===== config.mk =====
export PLATFORM = sky130hd
export DESIGN_NAME = stop_and_wait_arq_sender_unit_flat
export DESIGN_NICKNAME = d
export VERILOG_FILES = /design/src/rtl/core/sawarq_pkg.sv /design/src/rtl/core/sawarq_stream_if.sv /design/src/rtl/core/sawarq_ctrl.sv /design/src/rtl/core/sawarq_dp.sv /design/src/rtl/core/stop_and_wait_arq_sender_unit.sv /design/src/flat_wrapper.sv
export VERILOG_INCLUDE_DIRS = /design/src /design/src/rtl/core
export SDC_FILE = /design/constraint.sdc
export NUM_CORES = 1
export LEC_CHECK = 0
export BUFFER_PORTS_ARGS = -buffer_cell sky130_fd_sc_hd__buf_2
export CAP_MARGIN = 20
export CORE_UTILIZATION = 42
export CTS_CLUSTER_DIAMETER = 30
export CTS_CLUSTER_SIZE = 8
export DETAILED_ROUTE_END_ITERATION = 8
export PLACE_DENSITY = 0.67
export SLEW_MARGIN = 30
export SYNTH_ARGS = -nofsm -noshare
export SYNTH_HDL_FRONTEND = slang
export SYNTH_SLANG_ARGS = --single-unit

===== constraint.sdc =====
create_clock -name clk_i -period 7 [get_ports clk_i]
set_input_delay 1.4 -clock clk_i [delete_from_list [all_inputs] [get_ports clk_i]]
set_output_delay 1.4 -clock clk_i [all_outputs]
set_load 0.01 [all_outputs]

===== src/rtl/core/stop_and_wait_arq_sender_unit_defines.svh =====
// assertion macros for the stop-and-wait arq sender
// each macro samples on clk_i and is quiet while rst_ni is low
`ifndef STOP_AND_WAIT_ARQ_SENDER_UNIT_DEFINES_SVH
`define STOP_AND_WAIT_ARQ_SENDER_UNIT_DEFINES_SVH

`ifndef ASSERT_OFF
`define SAWARQ_ASSERT(lbl, prop) \
  lbl: assert property (@(posedge clk_i) disable iff (!rst_ni) prop) \
    else $error("sawarq assertion failed");
`define SAWARQ_ASSERT_NEVER(lbl, cond) \
  lbl: assert property (@(posedge clk_i) disable iff (!rst_ni) !(cond)) \
    else $error("sawarq forbidden condition seen");
`else
`define SAWARQ_ASSERT(lbl, prop)
`define SAWARQ_ASSERT_NEVER(lbl, cond)
`endif

`endif


===== src/rtl/core/sawarq_pkg.sv =====
`default_nettype none

package sawarq_pkg;

  // configuration port
  localparam int unsigned CFG_DW    = 16;
  localparam int unsigned CFG_IDX_W = 2;

  localparam logic [CFG_IDX_W-1:0] CFG_ACK_TIMEOUT  = 2'd0;
  localparam logic [CFG_IDX_W-1:0] CFG_BACKOFF_BASE = 2'd1;
  localparam logic [CFG_IDX_W-1:0] CFG_BACKOFF_MAX  = 2'd2;
  localparam logic [CFG_IDX_W-1:0] CFG_MAX_RETRIES  = 2'd3;

  localparam logic [15:0] ACK_TIMEOUT_RST  = 16'd1000;
  localparam logic [15:0] BACKOFF_BASE_RST = 16'd100;
  localparam logic [15:0] BACKOFF_MAX_RST  = 16'd2000;
  localparam logic [3:0]  MAX_RETRIES_RST  = 4'd3;

  // request codes
  localparam logic [1:0] REQ_LOAD = 2'd0;
  localparam logic [1:0] REQ_SEND = 2'd1;
  localparam logic [1:0] REQ_ACK  = 2'd2;
  localparam logic [1:0] REQ_TICK = 2'd3;

  // result kinds
  localparam logic [1:0] KIND_FRAME     = 2'd0;
  localparam logic [1:0] KIND_DELIVERED = 2'd1;
  localparam logic [1:0] KIND_FAILED    = 2'd2;
  localparam logic [1:0] KIND_REJECTED  = 2'd3;

  // protocol phases
  localparam logic [1:0] PH_IDLE    = 2'd0;
  localparam logic [1:0] PH_WAIT    = 2'd1;
  localparam logic [1:0] PH_BACKOFF = 2'd2;

  localparam logic [7:0] DATA_TYPE = 8'h00;

  typedef struct packed {
    logic [1:0] req_type;
    logic [7:0] data_byte;
    logic [7:0] seq;
    logic [7:0] send_len;
  } req_item_t;

  typedef struct packed {
    logic [1:0]  kind;
    logic [7:0]  frame_byte;
    logic        last;
    logic [3:0]  attempt;
    logic [31:0] sent_count;
    logic [31:0] acked_count;
    logic [31:0] failed_count;
    logic [31:0] retry_count;
  } res_item_t;

  // controller to datapath
  typedef struct packed {
    logic       capture;
    logic       store_wr;
    logic       start_send;
    logic       ack_done;
    logic       tick_count;
    logic       wait_expire;
    logic       fail;
    logic       retransmit;
    logic       emit_init;
    logic       emit_step;
    logic       push;
    logic [1:0] push_kind;
  } cmd_t;

  // datapath to controller
  typedef struct packed {
    logic [1:0] req_type;
    logic       busy;
    logic       in_wait;
    logic       in_backoff;
    logic       len_ok;
    logic       seq_match;
    logic       wait_expired;
    logic       backoff_expired;
    logic       retries_done;
    logic       store_full;
    logic       emit_last;
  } status_t;

endpackage

`default_nettype wire


===== src/rtl/core/sawarq_stream_if.sv =====
`default_nettype none

interface sawarq_req_if import sawarq_pkg::*; ();
  logic      valid;
  logic      ready;
  req_item_t payload;

  modport source (output valid, output payload, input ready);
  modport sink   (input valid, input payload, output ready);
endinterface

interface sawarq_res_if import sawarq_pkg::*; ();
  logic      valid;
  logic      ready;
  res_item_t payload;

  modport source (output valid, output payload, input ready);
  modport sink   (input valid, input payload, output ready);
endinterface

`default_nettype wire


===== src/rtl/core/sawarq_ctrl.sv =====
`default_nettype none

module sawarq_ctrl import sawarq_pkg::*; (
  input  wire logic    clk_i,
  input  wire logic    rst_ni,
  input  wire logic    req_valid_i,
  output logic         req_ready_o,
  input  wire logic    res_free_i,
  input  wire status_t status_i,
  output cmd_t         cmd_o
);

  localparam logic [1:0] S_IDLE   = 2'd0;
  localparam logic [1:0] S_EXEC   = 2'd1;
  localparam logic [1:0] S_STATUS = 2'd2;
  localparam logic [1:0] S_EMIT   = 2'd3;

  logic [1:0] state_q, state_d;
  logic [1:0] kind_q, kind_d;

  always_comb begin
    state_d     = state_q;
    kind_d      = kind_q;
    cmd_o       = '0;
    req_ready_o = (state_q == S_IDLE);
    case (state_q)
      S_IDLE: begin
        if (req_valid_i) begin
          cmd_o.capture = 1'b1;
          state_d       = S_EXEC;
        end
      end
      S_EXEC: begin
        state_d = S_IDLE;
        case (status_i.req_type)
          REQ_LOAD: begin
            cmd_o.store_wr = !status_i.busy && !status_i.store_full;
          end
          REQ_SEND: begin
            if (status_i.busy || !status_i.len_ok) begin
              kind_d  = KIND_REJECTED;
              state_d = S_STATUS;
            end else begin
              cmd_o.start_send = 1'b1;
              cmd_o.emit_init  = 1'b1;
              state_d          = S_EMIT;
            end
          end
          REQ_ACK: begin
            if (status_i.in_wait && status_i.seq_match) begin
              cmd_o.ack_done = 1'b1;
              kind_d         = KIND_DELIVERED;
              state_d        = S_STATUS;
            end
          end
          REQ_TICK: begin
            if (status_i.in_wait) begin
              if (!status_i.wait_expired) begin
                cmd_o.tick_count = 1'b1;
              end else if (status_i.retries_done) begin
                cmd_o.fail = 1'b1;
                kind_d     = KIND_FAILED;
                state_d    = S_STATUS;
              end else begin
                cmd_o.wait_expire = 1'b1;
              end
            end else if (status_i.in_backoff) begin
              if (status_i.backoff_expired) begin
                cmd_o.retransmit = 1'b1;
                cmd_o.emit_init  = 1'b1;
                state_d          = S_EMIT;
              end else begin
                cmd_o.tick_count = 1'b1;
              end
            end
          end
          default: ;
        endcase
      end
      S_STATUS: begin
        if (res_free_i) begin
          cmd_o.push      = 1'b1;
          cmd_o.push_kind = kind_q;
          state_d         = S_IDLE;
        end
      end
      S_EMIT: begin
        if (res_free_i) begin
          cmd_o.push      = 1'b1;
          cmd_o.push_kind = KIND_FRAME;
          cmd_o.emit_step = 1'b1;
          if (status_i.emit_last) begin
            state_d = S_IDLE;
          end
        end
      end
      default: state_d = S_IDLE;
    endcase
  end

  always_ff @(posedge clk_i or negedge rst_ni) begin
    if (!rst_ni) begin
      state_q <= S_IDLE;
      kind_q  <= KIND_REJECTED;
    end else begin
      state_q <= state_d;
      kind_q  <= kind_d;
    end
  end

endmodule

`default_nettype wire


===== src/rtl/core/sawarq_dp.sv =====
`default_nettype none

module sawarq_dp import sawarq_pkg::*; #(
  parameter int unsigned MAX_PAYLOAD = 32
) (
  input  wire logic                 clk_i,
  input  wire logic                 rst_ni,
  input  wire logic                 cfg_we_i,
  input  wire logic [CFG_IDX_W-1:0] cfg_idx_i,
  input  wire logic [CFG_DW-1:0]    cfg_wdata_i,
  input  wire req_item_t            req_item_i,
  input  wire cmd_t                 cmd_i,
  output status_t                   status_o,
  output res_item_t                 res_item_o
);

  localparam int unsigned AW = (MAX_PAYLOAD > 1) ? $clog2(MAX_PAYLOAD) : 1;
  localparam int unsigned CW = $clog2(MAX_PAYLOAD + 1);
  localparam int unsigned PW = $clog2(MAX_PAYLOAD + 4);

  // configuration
  logic [15:0] ack_timeout_q, backoff_base_q, backoff_max_q;
  logic [3:0]  max_retries_q;

  // protocol state
  req_item_t   item_q;
  logic [1:0]  phase_q;
  logic [CW-1:0] load_cnt_q;
  logic [7:0]  cur_seq_q;
  logic [CW-1:0] cur_len_q;
  logic [3:0]  attempt_q;
  logic [15:0] elapsed_q;
  logic [15:0] backoff_q;
  logic [31:0] sent_q, acked_q, failed_q, retries_q;

  // frame walk
  logic [PW-1:0] pos_q, pos_d;
  logic [PW-1:0] rd_off;
  logic          rd_en;
  logic [7:0]    payload_mem_q [MAX_PAYLOAD];
  logic [7:0]    rdata_q;

  logic [16:0] elapsed_inc;
  logic [16:0] backoff_dbl;
  logic [7:0]  frame_byte;

  assign elapsed_inc = {1'b0, elapsed_q} + 17'd1;
  assign backoff_dbl = {backoff_q, 1'b0};

  assign status_o.req_type        = item_q.req_type;
  assign status_o.in_wait         = (phase_q == PH_WAIT);
  assign status_o.in_backoff      = (phase_q == PH_BACKOFF);
  assign status_o.busy            = status_o.in_wait || status_o.in_backoff;
  assign status_o.len_ok          = (item_q.send_len <= 8'(MAX_PAYLOAD)) &&
                                    (item_q.send_len <= 8'(load_cnt_q));
  assign status_o.seq_match       = (item_q.seq == cur_seq_q);
  assign status_o.wait_expired    = (elapsed_inc >= {1'b0, ack_timeout_q});
  assign status_o.backoff_expired = (elapsed_inc >= {1'b0, backoff_q});
  assign status_o.retries_done    = (attempt_q >= max_retries_q);
  assign status_o.store_full      = (load_cnt_q == CW'(MAX_PAYLOAD));
  assign status_o.emit_last       = (pos_q == PW'(cur_len_q) + PW'(2));

  // read one position ahead so the registered byte lines up with pos_q
  always_comb begin
    pos_d = pos_q;
    if (cmd_i.emit_init) begin
      pos_d = '0;
    end else if (cmd_i.emit_step) begin
      pos_d = pos_q + PW'(1);
    end
  end

  assign rd_off = pos_d - PW'(3);
  assign rd_en  = (pos_d >= PW'(3)) && (rd_off < PW'(MAX_PAYLOAD));

  always_ff @(posedge clk_i) begin
    if (rd_en) begin
      rdata_q <= payload_mem_q[rd_off[AW-1:0]];
    end
    if (cmd_i.store_wr) begin
      payload_mem_q[load_cnt_q[AW-1:0]] <= item_q.data_byte;
    end
    if (cmd_i.capture) begin
      item_q <= req_item_i;
    end
  end

  always_comb begin
    if (pos_q == PW'(0)) begin
      frame_byte = DATA_TYPE;
    end else if (pos_q == PW'(1)) begin
      frame_byte = cur_seq_q;
    end else if (pos_q == PW'(2)) begin
      frame_byte = 8'(cur_len_q);
    end else begin
      frame_byte = rdata_q;
    end
  end

  assign res_item_o.kind         = cmd_i.push_kind;
  assign res_item_o.frame_byte   = (cmd_i.push_kind == KIND_FRAME) ? frame_byte : 8'd0;
  assign res_item_o.last         = (cmd_i.push_kind == KIND_FRAME) ? status_o.emit_last : 1'b1;
  assign res_item_o.attempt      = (cmd_i.push_kind == KIND_REJECTED) ? 4'd0 : attempt_q;
  assign res_item_o.sent_count   = sent_q;
  assign res_item_o.acked_count  = acked_q;
  assign res_item_o.failed_count = failed_q;
  assign res_item_o.retry_count  = retries_q;

  always_ff @(posedge clk_i or negedge rst_ni) begin
    if (!rst_ni) begin
      ack_timeout_q  <= ACK_TIMEOUT_RST;
      backoff_base_q <= BACKOFF_BASE_RST;
      backoff_max_q  <= BACKOFF_MAX_RST;
      max_retries_q  <= MAX_RETRIES_RST;
    end else if (cfg_we_i) begin
      case (cfg_idx_i)
        CFG_ACK_TIMEOUT:  ack_timeout_q  <= cfg_wdata_i;
        CFG_BACKOFF_BASE: backoff_base_q <= cfg_wdata_i;
        CFG_BACKOFF_MAX:  backoff_max_q  <= cfg_wdata_i;
        CFG_MAX_RETRIES:  max_retries_q  <= cfg_wdata_i[3:0];
        default: ;
      endcase
    end
  end

  always_ff @(posedge clk_i or negedge rst_ni) begin
    if (!rst_ni) begin
      phase_q    <= PH_IDLE;
      load_cnt_q <= '0;
      cur_seq_q  <= '0;
      cur_len_q  <= '0;
      attempt_q  <= '0;
      elapsed_q  <= '0;
      backoff_q  <= '0;
      sent_q     <= '0;
      acked_q    <= '0;
      failed_q   <= '0;
      retries_q  <= '0;
      pos_q      <= '0;
    end else begin
      pos_q <= pos_d;
      if (cmd_i.store_wr) begin
        load_cnt_q <= load_cnt_q + CW'(1);
      end
      if (cmd_i.start_send) begin
        sent_q     <= sent_q + 32'd1;
        cur_seq_q  <= item_q.seq;
        cur_len_q  <= item_q.send_len[CW-1:0];
        load_cnt_q <= '0;
        attempt_q  <= '0;
        elapsed_q  <= '0;
        backoff_q  <= backoff_base_q;
        phase_q    <= PH_WAIT;
      end
      if (cmd_i.ack_done) begin
        acked_q <= acked_q + 32'd1;
        phase_q <= PH_IDLE;
      end
      if (cmd_i.tick_count) begin
        elapsed_q <= elapsed_inc[15:0];
      end
      if (cmd_i.wait_expire) begin
        elapsed_q <= '0;
        phase_q   <= PH_BACKOFF;
      end
      if (cmd_i.fail) begin
        elapsed_q <= '0;
        failed_q  <= failed_q + 32'd1;
        phase_q   <= PH_IDLE;
      end
      if (cmd_i.retransmit) begin
        elapsed_q <= '0;
        attempt_q <= attempt_q + 4'd1;
        retries_q <= retries_q + 32'd1;
        backoff_q <= (backoff_dbl < {1'b0, backoff_max_q}) ? backoff_dbl[15:0]
                                                            : backoff_max_q;
        phase_q   <= PH_WAIT;
      end
    end
  end

endmodule

`default_nettype wire


===== src/rtl/core/stop_and_wait_arq_sender_unit.sv =====
// stop-and-wait arq sender with exponential backoff
// req_i takes one transaction at a time: load a payload byte, a send request,
//   a received acknowledgement or a one millisecond tick
// res_o gives frame bytes (type, seq, length, payload, last marked) and
//   status items (delivered, failed, rejected), each with the four totals
// cfg_we_i/cfg_idx_i/cfg_wdata_i write the timeout, backoff and retry registers
// a transaction is taken in the idle state and decoded in the exec state, which
//   ends it or goes on to push a status item or to walk a frame
// a frame of len payload bytes is len + 3 bytes long: the payload store has
//   one registered read port and the frame walks it one byte per cycle
// the input is not taken again until the last result of the item has gone
//   into the output register, which holds one result for the receiver
// when the receiver stalls, the walk and the sequencer simply hold
// reset: config back to defaults, totals and load count cleared, phase idle;
//   the store is not cleared, only bytes loaded since the last send are read
`default_nettype none
`include "stop_and_wait_arq_sender_unit_defines.svh"

module stop_and_wait_arq_sender_unit import sawarq_pkg::*; #(
  parameter int unsigned MAX_PAYLOAD = 32
) (
  input  wire logic                 clk_i,
  input  wire logic                 rst_ni,
  input  wire logic                 cfg_we_i,
  input  wire logic [CFG_IDX_W-1:0] cfg_idx_i,
  input  wire logic [CFG_DW-1:0]    cfg_wdata_i,
  sawarq_req_if.sink                req_i,
  sawarq_res_if.source              res_o
);

  cmd_t      cmd;
  status_t   status;
  res_item_t res_item;
  logic      res_free;

  // output register
  logic      res_valid_q;
  res_item_t res_item_q;

  assign res_free = !res_valid_q || res_o.ready;

  // sequencer: decode, then status item or frame walk
  sawarq_ctrl u_ctrl (
    .clk_i       (clk_i),
    .rst_ni      (rst_ni),
    .req_valid_i (req_i.valid),
    .req_ready_o (req_i.ready),
    .res_free_i  (res_free),
    .status_i    (status),
    .cmd_o       (cmd)
  );

  // protocol state, timers, totals and the payload store
  sawarq_dp #(
    .MAX_PAYLOAD (MAX_PAYLOAD)
  ) u_dp (
    .clk_i       (clk_i),
    .rst_ni      (rst_ni),
    .cfg_we_i    (cfg_we_i),
    .cfg_idx_i   (cfg_idx_i),
    .cfg_wdata_i (cfg_wdata_i),
    .req_item_i  (req_i.payload),
    .cmd_i       (cmd),
    .status_o    (status),
    .res_item_o  (res_item)
  );

  // a result is only pushed when the register is empty or draining
  always_ff @(posedge clk_i or negedge rst_ni) begin
    if (!rst_ni) begin
      res_valid_q <= 1'b0;
    end else if (cmd.push) begin
      res_valid_q <= 1'b1;
    end else if (res_o.ready) begin
      res_valid_q <= 1'b0;
    end
  end

  always_ff @(posedge clk_i) begin
    if (cmd.push) begin
      res_item_q <= res_item;
    end
  end

  assign res_o.valid   = res_valid_q;
  assign res_o.payload = res_item_q;

  // a push must never overwrite a result the receiver has not taken
  `SAWARQ_ASSERT(a_push_into_free, cmd.push |-> res_free)
  // the sequencer does not produce results while it is open for input
  `SAWARQ_ASSERT_NEVER(a_push_while_ready, cmd.push && req_i.ready)
  // every accepted transaction is decoded before the next one is taken
  `SAWARQ_ASSERT(a_one_at_a_time, (req_i.valid && req_i.ready) |=> !req_i.ready)

endmodule

`default_nettype wire


===== src/flat_wrapper.sv =====
// flat-port wrapper written by rule: the top's interface ports become plain ports
module stop_and_wait_arq_sender_unit_flat import sawarq_pkg::*;
#(
  parameter int unsigned MAX_PAYLOAD = 32
)
  (clk_i, rst_ni, cfg_we_i, cfg_idx_i, cfg_wdata_i, req_i_valid, req_i_payload, req_i_ready, res_o_valid, res_o_payload, res_o_ready);
  sawarq_req_if req_i_i ();
  sawarq_res_if res_o_i ();
  input  wire logic clk_i;
  input  wire logic rst_ni;
  input  wire logic cfg_we_i;
  input  wire logic [CFG_IDX_W-1:0] cfg_idx_i;
  input  wire logic [CFG_DW-1:0] cfg_wdata_i;
  input wire logic [$bits(req_i_i.valid)-1:0] req_i_valid;
  input wire logic [$bits(req_i_i.payload)-1:0] req_i_payload;
  output wire logic [$bits(req_i_i.ready)-1:0] req_i_ready;
  output wire logic [$bits(res_o_i.valid)-1:0] res_o_valid;
  output wire logic [$bits(res_o_i.payload)-1:0] res_o_payload;
  input wire logic [$bits(res_o_i.ready)-1:0] res_o_ready;
  assign req_i_i.valid = req_i_valid;
  assign req_i_i.payload = req_i_payload;
  assign req_i_ready = req_i_i.ready;
  assign res_o_valid = res_o_i.valid;
  assign res_o_payload = res_o_i.payload;
  assign res_o_i.ready = res_o_ready;
  stop_and_wait_arq_sender_unit #(.MAX_PAYLOAD(MAX_PAYLOAD)) u_core (.clk_i(clk_i), .rst_ni(rst_ni), .cfg_we_i(cfg_we_i), .cfg_idx_i(cfg_idx_i), .cfg_wdata_i(cfg_wdata_i), .req_i(req_i_i), .res_o(res_o_i));
endmodule

==> impl_results.md <==
* Post-CTS setup buffer count at 0
* CTS Buf Count at 133
* Synth Area in Simple Gates at 9.923%
* Chip height at 263.4 um
* Slew margin rel. at 29.23%
* Fin. max-slew vios at 0
* Final Core Density at 52.23%
* Die area at 0.06938 mm2
* Antenna violations before repair at 2
* Vias per cell at 5.429
* Commonest cells after routing, fill and taps aside: edfxtp_1 (433), dfrtp_1 (230), buf_2 (192), clkbuf_16 (135), nand2_1 (133)
* Synth Area in XOR/XNOR at 5.036%
* Placed cells at 3042
* Sequential area share after synthesis at 67.10%
* RSZ-0062 raised after global routing: no
* Crit-path max FO at 25
* DR WL/cell at 20.00 um
* GRT Util Overall at 19.12%
* Least-Margin Pin Slew at 1058 ps
* Power Total at 13.94 mW
* Placer's final routability congestion estimate at 0.8897
* Post-Syn Area at 0.02870 mm2
* Largest net degree at the start of global routing at 153
* Worst Slack Setup Final at 1056 ps
* CP Data Arrival Time at 6400 ps
* First-pass GRT wire length at 103.1 mm
* Ys async rst share at 36.51%
* Min-delay worst type: flop to flop
* WP data required at 7450 ps
* Commonest non-fill, non-tap cell in the layout: edfxtp_1
* CP dominant cell by count: a21o_1
* Top routing layer used: met4
* H-Tree Depth at 4
* Post-CTS Hold Buffers at 0
* Metal3 WL at 3.640 mm
* Vias in the first global route at 18200
* Period utilisation layout at 84.91%
* Final nets at 2432
* Syn nets at 2144
* Leakage at 14.22 nW
* # clock sinks at 682
* Fin. Hold Viols at 0
* P&R area growth vs syn at 22.65%
* Ys Warns at 0
* Vias at 17860
* Post-synthesis cell count at 2020
* Synthesized flop and latch total at 682
* Area share of fa/ha/maj cells after synthesis at 3.270%
* Clk slew on worst S/H paths at 50 ps
* Worst path cell trace: ha_1 -> nand3_1 -> nor3_1 -> nand3_1 -> xnor2_1 -> ha_1 -> a21o_1 -> a21o_1 -> a31oi_1 -> a21o_1 -> nand2_1 -> nor2_1 -> ha_2 -> nand4_1 -> a2111oi_0 -> a211o_1 -> nor4_1 -> a31o_1
* Drt initial violations at 1491
* Startpoint Class: flop
* # setup viols final at 0
* # fillers at 5431
* GRT Residual Overflow at 0
* Max stage delay on crit path at 650 ps
* Post-CTS Resized at 0
* Placement Setup Slack at 1162 ps
* Core ar. at 0.06740 mm2
* Final std cells w/o fill at 3290
* Syn_area_per_cell at 14.21 um2
* Die X at 263.4 um
* PortBufs at 193
* WL final at 65.79 mm
* Worst path slowest cell: a2111oi_0
* Critical path class: flop to flop
* Distinct cells, synth at 71
* Primary FF master, synth: edfxtp_1
* DRT met1 WL at 28.06 mm
* Starting Density at 42.58%
* Compound-gate portion of the synthesized area at 6.313%
* Routed met2 length at 32.36 mm
* Multiplexer share of the synthesized area at 6.261%
* Min cycle time layout at 5944 ps
* Fin Setup TNS at 0 ps
* Number of I/O pins at 194
* Clock skew at 20.74 ps
* DR DRC count at 0
* Maximum root-to-sink buffer count at 3
* # rows at 95
* CTS tree: built
* Status: finished, final reports clean
* First-pass DRT Iterations at 5
* CTS root buffer: clkbuf_16
* # Max-Cap Violations at 0
* DP Wirelength at 43.26 mm
* Fmax at 168.2 MHz
* Post-synth EDFFs at 433
* Final ANT Viol Nets at 0
* Layout cells sized above 1 at 23.36%
* Worst Setup End Kind: flop
* Pwr per Cell Area at 395.9 mW/mm2
* Largest family of logic cells by synthesized area: simple AND/OR/NAND/NOR gates
* Clk_lat worst skew at 700 ps
* VDD IR max at 263.4 uV
-- cells in the mapped netlist (19+ instances only) --
library cell	n	area share (%)
o21ai_0	71	1.2
xor2_1	61	1.9
nor4_1	21	0.46
mux4_2	30	2.4
nor2_1	106	1.4
ha_1	75	3.3
dfstp_2	19	1.7
nand3_1	68	1.2
edfxtp_1	433	45
xnor2_1	104	3.2
dfrtp_1	230	20
a21oi_1	42	0.73
nor3_1	57	0.99
o22ai_1	26	0.57
inv_1	76	0.99
and3_1	38	0.83
a21o_1	29	0.76
clkbuf_1	56	0.73
nand4_1	44	0.96
mux2_2	69	2.7
nand2_1	133	1.7
-- layer usage --
metal  vias to the layer above  global-route usage [%]
li1                       8192                       -
met1                      8972                   24.42
met2                       576                   31.54
met3                       123                   4.546
met4                         0                   7.334
met5                         -                       0
-- per-stage QoR --
step / hold WS (ps) / cell area (um2)
after floorplan: 424.9 / 28700
after global placement: 436.3 / 30680
after detailed placement: 431.7 / 30760
after CTS: 440.8 / 35130
after global routing: 444.1 / 35190
final: 438.7 / 35200
-- final cells by class --
class                   instances  area (um2)  share of cell area, %
multi-input cells            1192        8920                  25.34
diodes                          3       7.507                0.02133
inverters                      76       290.3                 0.8247
clock inverters                60       719.4                  2.044
flip-flops and latches        682       19260                  54.71
clock buffers                 181        3651                  10.37
repair buffers                223        1262                  3.587
well taps                     873        1092                  3.103
-- registers in the layout (all words and copies together) (netlist names), 24 cells and up --
signal                     flops
u_core.u_dp.sent_q            32
u_core.res_o.payload         143
u_core.u_dp.retries_q         32
u_core.u_dp.failed_q          32
u_core.u_dp.payload_mem_q    256
u_core.u_dp.item_q            24
u_core.u_dp.acked_q           32
-- kinds of logic (layout without fill, tap and decap cells) --
kind of cell	Yosys count	after routing
XOR/XNOR	165	165
flip-flops	682	682
AND/OR/NAND/NOR	561	561
AO/OA/AOI/OAI	269	269
multiplexers	122	122
adder cells (fa/ha/maj)	75	75
buffers and inverters	146	540
other	0	3
-- critical path: cells and delay by family (launching register included) --
family | cells | cell delay (ps)
AO/OA/AOI/OAI | 7 | 2290
XOR/XNOR | 1 | 250
adder cells (fa/ha/maj) | 3 | 1160
flip-flops | 1 | 430
AND/OR/NAND/NOR | 7 | 1570
-- power breakdown --
| part | total [mW] | internal [mW] | switching, mW |
|---|---|---|---|
| combinational | 2.89 | 1.16 | 1.74 |
| sequential | 4.95 | 4.73 | 0.227 |
| clock | 6.09 | 4.03 | 2.06 |
-- worst paths after layout --
| check | endpoint | slack [ps] | depth (start not counted) | from |
|---|---|---|---|---|
| max | u_core.u_dp.rdata_q[7] | 1060 | 18 | u_core.u_dp.elapsed_q[0] |
| min | u_core.res_o.payload[126] | 440 | 0 | u_core.u_dp.sent_q[30] |
| max reg2reg | u_core.u_dp.rdata_q[7] | 1060 | 18 | u_core.u_dp.elapsed_q[0] |
| min reg2reg | u_core.res_o.payload[126] | 440 | 0 | u_core.u_dp.sent_q[30] |
| max in group asynchronous | u_core.u_dp.failed_q[11] | 4930 | 2 | rst_ni |
| min in group asynchronous | u_core.u_dp.retries_q[7] | 730 | 1 | rst_ni |
(Power assumes the default switching activity.)
